===== config.mk =====
export PLATFORM = sky130hd
export DESIGN_NAME = fixed_partition_fit_allocator
export DESIGN_NICKNAME = d
export VERILOG_FILES = /design/src/design/fpfa_pkg.sv /design/src/design/fpfa_ctrl.sv /design/src/design/fixed_partition_fit_allocator.sv
export SDC_FILE = /design/constraint.sdc
export NUM_CORES = 1
export LEC_CHECK = 0
export ABC_CLOCK_PERIOD_IN_PS = 6100
export BUFFER_PORTS_ARGS = -buffer_cell sky130_fd_sc_hd__buf_2
export CAP_MARGIN = 20
export CORE_MARGIN = 4
export CORE_UTILIZATION = 45
export CTS_CLUSTER_SIZE = 12
export DETAILED_ROUTE_END_ITERATION = 6
export SLEW_MARGIN = 20
export SYNTH_ARGS = -nofsm -noshare
export SYNTH_HDL_FRONTEND = slang
export SYNTH_SLANG_ARGS = --single-unit
export TNS_END_PERCENT = 20

===== constraint.sdc =====
create_clock -name clk -period 6.1 [get_ports clk]
set_input_delay 0.915 -clock clk [delete_from_list [all_inputs] [get_ports clk]]
set_output_delay 0.915 -clock clk [all_outputs]
set_load 0.02 [all_outputs]

===== src/design/fpfa_pkg.sv =====
// Shared types and constants for the fixed partition fit allocator.
package fpfa_pkg;

	localparam int DEF_MAX_PARTITIONS = 16;
	localparam int DEF_SIZE_BITS = 16;

	localparam int AMOUNT_W = 16;
	localparam int INDEX_W = 4;
	localparam int WASTE_W = 16;

	typedef enum logic [0:0] {
		OP_ADD   = 1'b0,
		OP_ALLOC = 1'b1
	} op_t;

	typedef enum logic [1:0] {
		ST_ALLOCATED = 2'd0,
		ST_NO_FIT    = 2'd1,
		ST_ADDED     = 2'd2,
		ST_FULL      = 2'd3
	} status_t;

	typedef enum logic [1:0] {
		FIT_FIRST = 2'd0,
		FIT_BEST  = 2'd1,
		FIT_WORST = 2'd2,
		FIT_NEXT  = 2'd3
	} policy_t;

	typedef enum logic [1:0] {
		S_IDLE,
		S_SCAN,
		S_COMMIT,
		S_RESULT
	} state_t;

	typedef struct packed {
		op_t                 operation;
		logic [AMOUNT_W-1:0] size_amount;
	} item_t;

	typedef struct packed {
		status_t            status;
		logic [INDEX_W-1:0] block_index;
		logic [WASTE_W-1:0] waste;
	} result_t;

endpackage


===== src/design/fpfa_ctrl.sv =====
// Partition table memory with the sequencer that adds entries and scans for a fit.
module fpfa_ctrl import fpfa_pkg::*; #(
	parameter int MAX_PARTITIONS = DEF_MAX_PARTITIONS,
	parameter int SIZE_BITS = DEF_SIZE_BITS
) (
	input  logic    clk,
	input  logic    arst_n,
	input  logic    req_valid,
	output logic    req_ready,
	input  item_t   req_data,
	input  policy_t policy,
	output logic    res_valid,
	input  logic    res_ready,
	output result_t res_data
);

	localparam int IW = (MAX_PARTITIONS > 1) ? $clog2(MAX_PARTITIONS) : 1;
	localparam int CW = $clog2(MAX_PARTITIONS + 1);
	localparam logic [CW-1:0] FULL_COUNT = CW'(MAX_PARTITIONS);

	// Each entry holds the taken flag above the partition size.
	logic [SIZE_BITS:0] table_mem [MAX_PARTITIONS];
	logic [SIZE_BITS:0] rd_data_s1;

	state_t state_q, state_d;
	logic [CW-1:0] count_q;
	logic [IW-1:0] last_idx_q;
	logic          last_valid_q;

	logic [SIZE_BITS-1:0] amount_q;
	logic [IW-1:0]        scan_idx_q;
	logic [CW-1:0]        issued_q;
	logic [IW-1:0]        idx_s1;
	logic                 last_s1;
	logic                 found_q;
	logic [IW-1:0]        pick_q;
	logic [SIZE_BITS-1:0] pick_size_q;
	result_t              res_q;

	logic                 accept;
	logic                 is_add;
	logic                 is_full;
	logic                 is_empty;
	logic [SIZE_BITS-1:0] req_amount;
	logic [IW-1:0]        start_idx;
	logic                 cur_taken;
	logic [SIZE_BITS-1:0] cur_size;
	logic                 fits;
	logic                 better;
	logic                 stop_early;
	logic                 scan_done;
	logic                 issue;
	logic                 mem_we;
	logic [IW-1:0]        mem_waddr;
	logic [SIZE_BITS:0]   mem_wdata;
	logic                 mem_re;
	logic [IW-1:0]        mem_raddr;

	function automatic logic [IW-1:0] wrap_inc(input logic [IW-1:0] idx,
		input logic [CW-1:0] n);
		logic [CW-1:0] nxt;
		nxt = CW'(idx) + CW'(1);
		return (nxt == n) ? '0 : IW'(nxt);
	endfunction

	assign accept     = req_valid && req_ready;
	assign is_add     = (req_data.operation == OP_ADD);
	assign is_full    = (count_q == FULL_COUNT);
	assign is_empty   = (count_q == '0);
	assign req_amount = SIZE_BITS'(req_data.size_amount);

	// Next fit resumes at the last allocated partition when that one is still in range.
	assign start_idx = (policy == FIT_NEXT && last_valid_q && CW'(last_idx_q) < count_q) ?
		last_idx_q : '0;

	assign cur_taken  = rd_data_s1[SIZE_BITS];
	assign cur_size   = rd_data_s1[SIZE_BITS-1:0];
	assign fits       = !cur_taken && (cur_size >= amount_q);
	assign better     = fits && (!found_q ||
		(policy == FIT_BEST && cur_size < pick_size_q) ||
		(policy == FIT_WORST && cur_size > pick_size_q));
	assign stop_early = fits && (policy == FIT_FIRST || policy == FIT_NEXT);
	assign scan_done  = last_s1 || stop_early;
	assign issue      = (state_q == S_SCAN) && (issued_q != count_q) && !stop_early;

	always_comb begin
		state_d = state_q;
		case (state_q)
			S_IDLE: begin
				if (accept) begin
					if (!is_add && !is_empty) begin
						state_d = S_SCAN;
					end else begin
						state_d = S_RESULT;
					end
				end
			end
			S_SCAN: begin
				if (scan_done) begin
					state_d = S_COMMIT;
				end
			end
			S_COMMIT: state_d = S_RESULT;
			S_RESULT: begin
				if (res_ready) begin
					state_d = S_IDLE;
				end
			end
			default: state_d = S_IDLE;
		endcase
	end

	always_comb begin
		req_ready = (state_q == S_IDLE);
		res_valid = (state_q == S_RESULT);
		res_data  = res_q;
		mem_we    = (accept && is_add && !is_full) || (state_q == S_COMMIT && found_q);
		mem_waddr = (state_q == S_COMMIT) ? pick_q : IW'(count_q);
		mem_wdata = (state_q == S_COMMIT) ? {1'b1, pick_size_q} : {1'b0, req_amount};
		mem_re    = (accept && !is_add && !is_empty) || issue;
		mem_raddr = (state_q == S_SCAN) ? scan_idx_q : start_idx;
	end

	always_ff @(posedge clk) begin
		if (mem_we) begin
			table_mem[mem_waddr] <= mem_wdata;
		end
	end

	always_ff @(posedge clk) begin
		if (mem_re) begin
			rd_data_s1 <= table_mem[mem_raddr];
		end
	end

	always_ff @(posedge clk or negedge arst_n) begin
		if (!arst_n) begin
			state_q      <= S_IDLE;
			count_q      <= '0;
			last_idx_q   <= '0;
			last_valid_q <= 1'b0;
		end else begin
			state_q <= state_d;
			if (accept && is_add && !is_full) begin
				count_q <= count_q + CW'(1);
			end
			if (state_q == S_COMMIT && found_q) begin
				last_idx_q   <= pick_q;
				last_valid_q <= 1'b1;
			end
		end
	end

	always_ff @(posedge clk) begin
		if (accept) begin
			amount_q <= req_amount;
			found_q  <= 1'b0;
			if (is_add) begin
				res_q.status      <= is_full ? ST_FULL : ST_ADDED;
				res_q.block_index <= is_full ? '0 : INDEX_W'(count_q);
				res_q.waste       <= '0;
			end else if (is_empty) begin
				res_q.status      <= ST_NO_FIT;
				res_q.block_index <= '0;
				res_q.waste       <= '0;
			end else begin
				issued_q   <= CW'(1);
				idx_s1     <= start_idx;
				last_s1    <= (count_q == CW'(1));
				scan_idx_q <= wrap_inc(start_idx, count_q);
			end
		end
		if (state_q == S_SCAN) begin
			if (issue) begin
				issued_q   <= issued_q + CW'(1);
				idx_s1     <= scan_idx_q;
				last_s1    <= ((issued_q + CW'(1)) == count_q);
				scan_idx_q <= wrap_inc(scan_idx_q, count_q);
			end
			if (better) begin
				found_q     <= 1'b1;
				pick_q      <= idx_s1;
				pick_size_q <= cur_size;
			end
		end
		if (state_q == S_COMMIT) begin
			if (found_q) begin
				res_q.status      <= ST_ALLOCATED;
				res_q.block_index <= INDEX_W'(pick_q);
				res_q.waste       <= WASTE_W'(pick_size_q - amount_q);
			end else begin
				res_q.status      <= ST_NO_FIT;
				res_q.block_index <= '0;
				res_q.waste       <= '0;
			end
		end
	end

	// The table is never written and read in the same cycle, so no forwarding is needed.
	assert property (@(posedge clk) disable iff (!arst_n) !(mem_we && mem_re))
		else $error("partition table written and read in one cycle");

	assert property (@(posedge clk) disable iff (!arst_n) count_q <= FULL_COUNT)
		else $error("partition count beyond table depth");

	assert property (@(posedge clk) disable iff (!arst_n)
		state_q == S_SCAN |-> (issued_q != '0 && issued_q <= count_q))
		else $error("scan issued more reads than partitions");

	assert property (@(posedge clk) disable iff (!arst_n)
		state_q == S_COMMIT && found_q |-> pick_size_q >= amount_q)
		else $error("picked partition smaller than request");

	assert property (@(posedge clk) disable iff (!arst_n)
		state_q == S_RESULT && !res_ready |=> state_q == S_RESULT && $stable(res_q))
		else $error("pending result dropped or changed");

endmodule


===== src/design/fixed_partition_fit_allocator.sv =====
// Top level of the fixed partition fit allocator: policy register, sequencer and output register.
//
// Takes one item at a time. An add's result is registered in the sequencer and passes to the
// output register when that register can take it; the sequencer then goes idle and can accept
// the next item. An allocate reads the filled entries of the partition table one entry per cycle
// through its single read port, then commits the pick and registers its result the same way;
// first fit and next fit end the scan at the first hit. The output register lets the next item
// be accepted while a finished result still waits to be taken. The fit policy may be written
// only while no item is in flight.
module fixed_partition_fit_allocator import fpfa_pkg::*; #(
	parameter int MAX_PARTITIONS = DEF_MAX_PARTITIONS,
	parameter int SIZE_BITS = DEF_SIZE_BITS
) (
	input  logic        clk,
	input  logic        arst_n,
	input  logic        req_valid,
	output logic        req_ready,
	input  item_t       req_data,
	output logic        rsp_valid,
	input  logic        rsp_ready,
	output result_t     rsp_data,
	input  logic        cfg_we,
	input  logic [1:0]  cfg_wdata
);

	policy_t policy_q;
	logic    rsp_valid_q;
	result_t rsp_q;
	logic    res_valid;
	logic    res_ready;
	result_t res_data;

	fpfa_ctrl #(
		.MAX_PARTITIONS(MAX_PARTITIONS),
		.SIZE_BITS(SIZE_BITS)
	) u_ctrl (
		.clk(clk),
		.arst_n(arst_n),
		.req_valid(req_valid),
		.req_ready(req_ready),
		.req_data(req_data),
		.policy(policy_q),
		.res_valid(res_valid),
		.res_ready(res_ready),
		.res_data(res_data)
	);

	assign res_ready = !rsp_valid_q || rsp_ready;
	assign rsp_valid = rsp_valid_q;
	assign rsp_data  = rsp_q;

	always_ff @(posedge clk or negedge arst_n) begin
		if (!arst_n) begin
			policy_q    <= FIT_FIRST;
			rsp_valid_q <= 1'b0;
		end else begin
			if (cfg_we) begin
				policy_q <= policy_t'(cfg_wdata);
			end
			if (res_valid && res_ready) begin
				rsp_valid_q <= 1'b1;
			end else if (rsp_ready) begin
				rsp_valid_q <= 1'b0;
			end
		end
	end

	always_ff @(posedge clk) begin
		if (res_valid && res_ready) begin
			rsp_q <= res_data;
		end
	end

endmodule


==> impl_metrics.env <==
export IMPL_status="completed"
export IMPL_areaGrowthSynthToFinish_pct=13.2
export IMPL_nets=1204
export IMPL_coreArea_um2=37600
export IMPL_cts_root_buffer="clkbuf_16"
export IMPL_synth_top_area_share_pct=64.7
export IMPL_grt_pass1_vias=9395
export IMPL_cts_tree="yes"
export IMPL_drive_gt1_share_pct=20.6
export IMPL_start_util_pct=45.6
export IMPL_drtPass1Iterations=5
export IMPL_path_max_fanout=41
export IMPL_overflow=0
export IMPL_preCtsSetupSlack_ns=2.13
export IMPL_syn_inst=1050
export IMPL_yosysUniqueCellTypes=62
export IMPL_seq_area_frac_synth_pct=68.6
export IMPL_drc=0
export IMPL_clockBufferDepth=3
export IMPL_reg2reg_depth=9
export IMPL_synth_edff_count=369
export IMPL_yosys_area_top_type="edfxtp_1"
export IMPL_cts_made_buffers=43
export IMPL_p_leak_nw=6.75
export IMPL_io_buffers=47
export IMPL_grt_first_pass_wirelength_um=58500
export IMPL_synth_nets=1138
export IMPL_max_freq_mhz=255
export IMPL_postLayoutCoreUtil_pct=51.6
export IMPL_synth_ff_type="edfxtp_1"
export IMPL_cts_sinks=399
export IMPL_via_per_inst=5.66
export IMPL_die_w_um=203
export IMPL_post_cts_buffers=0
export IMPL_period_share_pct=64.3
export IMPL_rrSetupSlack_ns=2.18
export IMPL_wl_um=38800
export IMPL_clk_pin_slew_ns=0.06
export IMPL_h_tree_depth=2
export IMPL_ys_warnings_count=0
export IMPL_reg2reg_to="u_ctrl.rd_data_s1[2]$_DFFE_PP_"
export IMPL_synth_area_um2=17100
export IMPL_finalHoldViolCount=0
export IMPL_antenna_cells=0
export IMPL_fill_cells=3080
export IMPL_worst_pin_slew_ns=1.01
export IMPL_finalMaxSlewViolations=0
export IMPL_ctsResizeCount=0
export IMPL_path_class="reg -> reg"
export IMPL_antenna_found_initial=0
export IMPL_dpl_hpwl_um=23100
export IMPL_rr_startpoint="u_ctrl.count_q[2]$_DFFE_PN0P_"
export IMPL_tns_ns=0
export IMPL_ir_drop_uv=212
export IMPL_startpoint="u_ctrl.count_q[2]$_DFFE_PN0P_"
export IMPL_cp_required_ns=6.37
export IMPL_syn_avg_cell_area_um2=16.3
export IMPL_fin_ws_ns=2.18
export IMPL_p_per_area_nw_per_um2=475
export IMPL_wl_per_cell_um=23.5
export IMPL_synth_area_top_cells="edfxtp_1 (65%), mux4_2 (8.9%), ha_1 (4.6%)"
export IMPL_worstPathArrival_ns=4.20
export IMPL_std_cell_rows=71
export IMPL_worst_setup_path_end_kind="flop"
export IMPL_ys_ff_latch=399
export IMPL_worstSetupEndpoint="u_ctrl.rd_data_s1[2]$_DFFE_PP_"
export IMPL_skew_ns=0.0361
export IMPL_ant_nets=0
export IMPL_rsz0062_at_grt="false"
export IMPL_grtUsageTotal_pct=18.8
export IMPL_initialDrtViolationCount=888
export IMPL_slew_headroom_pct=32.4
export IMPL_grt_max_degree=69
export IMPL_hold_path_class="in -> async"
export IMPL_die_area_um2=41300
export IMPL_period_needed_ns=3.92
export IMPL_chipHeight_um=203
export IMPL_via_count=9339
export IMPL_gp_congestion=0.859
export IMPL_drv_cap=0
export IMPL_clock_latency_ns=0.55
export IMPL_cts_hold_buf=0
export IMPL_setup_viol=0
export IMPL_synthArstFlopShare_pct=3.76
export IMPL_io_pins=48
export IMPL_start_kind="flop"
[cells by family (layout without fill, tap and decap cells)]
kind of cell | count (synthesis) | count (layout) | share of synthesized area [%]
AO/OA/AOI/OAI | 158 | 158 | 6.53
multiplexers | 95 | 95 | 10.7
adder cells (fa/ha/maj) | 64 | 64 | 4.72
XOR/XNOR | 30 | 30 | 1.61
AND/OR/NAND/NOR | 209 | 209 | 5.60
buffers and inverters | 95 | 185 | 2.29
flip-flops | 399 | 399 | 68.6
[report_power, final]
group / total, mW / leakage, nW / internal, mW / switching [mW]
Clock: 2.44 / 0.630 / 1.42 / 1.02
Combinational: 2.78 / 2.45 / 1.09 / 1.69
Sequential: 3.99 / 3.67 / 3.68 / 0.311
Total: 9.21 / 6.75 / 6.19 / 3.02
[worst max-delay path: stages, from the launching register on]
cell and delay (ns):
dfrtp_1 0.64, inv_1 0.21, ha_1 0.32, o21ai_1 0.13
o311ai_2 0.40, o21a_4 0.79, buf_12 0.32, mux4_2 0.53
a22oi_1 0.20, nand2_1 0.07
[worst min-delay path by stage]
stage | from | slack (ns) | cells after the start | end
6_report | arst_n | 0.29 | 1 | rsp_valid$_DFFE_PN0P_
5_1_grt | arst_n | 0.30 | 1 | rsp_valid$_DFFE_PN0P_
4_1_cts | arst_n | 0.28 | 1 | rsp_valid$_DFFE_PN0P_
3_5_place_dp | u_ctrl.res_data[20]$_DFFE_PP_ | 0.40 | 0 | rsp_data[20]$_DFFE_PP_
3_3_place_gp | u_ctrl.res_data[15]$_SDFFCE_PN0P_ | 0.40 | 0 | rsp_data[15]$_DFFE_PP_
2_1_floorplan | u_ctrl.res_data[0]$_SDFFCE_PN0P_ | 0.40 | 0 | rsp_data[0]$_DFFE_PP_
[cells in the mapped netlist, drive strengths merged, types with 5 or more instances]
cell type and instances:
and2 5, nand4 8, nor3 16, a21oi 21, nand2b 10, xnor2 21, inv 54, dfxtp 15
nand2 80, mux2 19, o21ai 26, mux4 68, mux2i 8, buf 13, nor2 52, o31ai 5
a31oi 7, o21a 10, ha 63, o31a 9, a21o 11, a211oi 8, nand3 14, edfxtp 369
dfrtp 15, a22oi 35, xor2 8, clkbuf 28, nor2b 6
[routing by layer]
metal	vias to the layer above	track usage, %	part of all wire [%]	wire (um)
met2	291	30.4	47	18400
met3	47	3.32	6.4	2470
met4	0	3.83	1.6	604
li1	4229	-	-	-
met5	-	0	0	0
met1	4772	27.5	45	17300
[sequential cells by signal (all words and copies together), names as in the netlist, 2 cells and up]
register            cells
u_ctrl.rd_data_s1      17
u_ctrl.count_q          5
rsp_data               22
u_ctrl.state_q          2
policy_q                2
u_ctrl.last_idx_q       4
u_ctrl.pick_q           4
u_ctrl.amount_q        16
u_ctrl.scan_idx_q       4
u_ctrl.issued_q         5
u_ctrl.res_data        22
u_ctrl.idx_s1           4
u_ctrl.pick_size_q     16
u_ctrl.table_mem      272
[placed cells by master (no fill, tap or decap), drive strengths merged, types with 3 or more instances in the layout]
cell type    n
a211oi       8
a21o        11
a21oi       21
a22oi       35
a31oi        7
and2         5
and3         3
buf         62
bufinv       3
clkbuf      51
clkinv      14
dfrtp       15
dfxtp       15
edfxtp     369
ha          63
inv         54
mux2        19
mux2i        8
mux4        68
nand2       80
nand2b      10
nand3       14
nand4        8
nor2        52
nor2b        6
nor3        16
nor4         3
o211ai       4
o21a        10
o21ai       26
o22ai        4
o311ai       4
o31a         9
o31ai        5
or2          3
xnor2       21
xor2         8
[final cells by class]
cell class | instances | area [um^2] | area share (%)
Clock buffer | 51 | 1120 | 5.75
Clock inverter | 18 | 184 | 0.948
Inverter | 54 | 203 | 1.04
Multi-Input combinational cell | 556 | 5140 | 26.5
Sequential cell | 399 | 11800 | 60.6
Tap cell | 511 | 639 | 3.30
Timing Repair Buffer | 62 | 360 | 1.86
[through the flow]
| stage | instances | cell area [um^2] | hold slack [ns] | power [mW] |
|---|---|---|---|---|
| 2_1_floorplan | 1050 | 17100 | 0.400 | 5.93 |
| 3_3_place_gp | 1582 | 18100 | 0.403 | 6.81 |
| 3_5_place_dp | 1582 | 18100 | 0.405 | 6.84 |
| 4_1_cts | 1651 | 19400 | 0.276 | 9.29 |
| 5_1_grt | 1651 | 19400 | 0.302 | 9.71 |
| 6_report | 1651 | 19400 | 0.287 | 9.21 |
No activity file was read; power rests on OpenSTA's default activity.
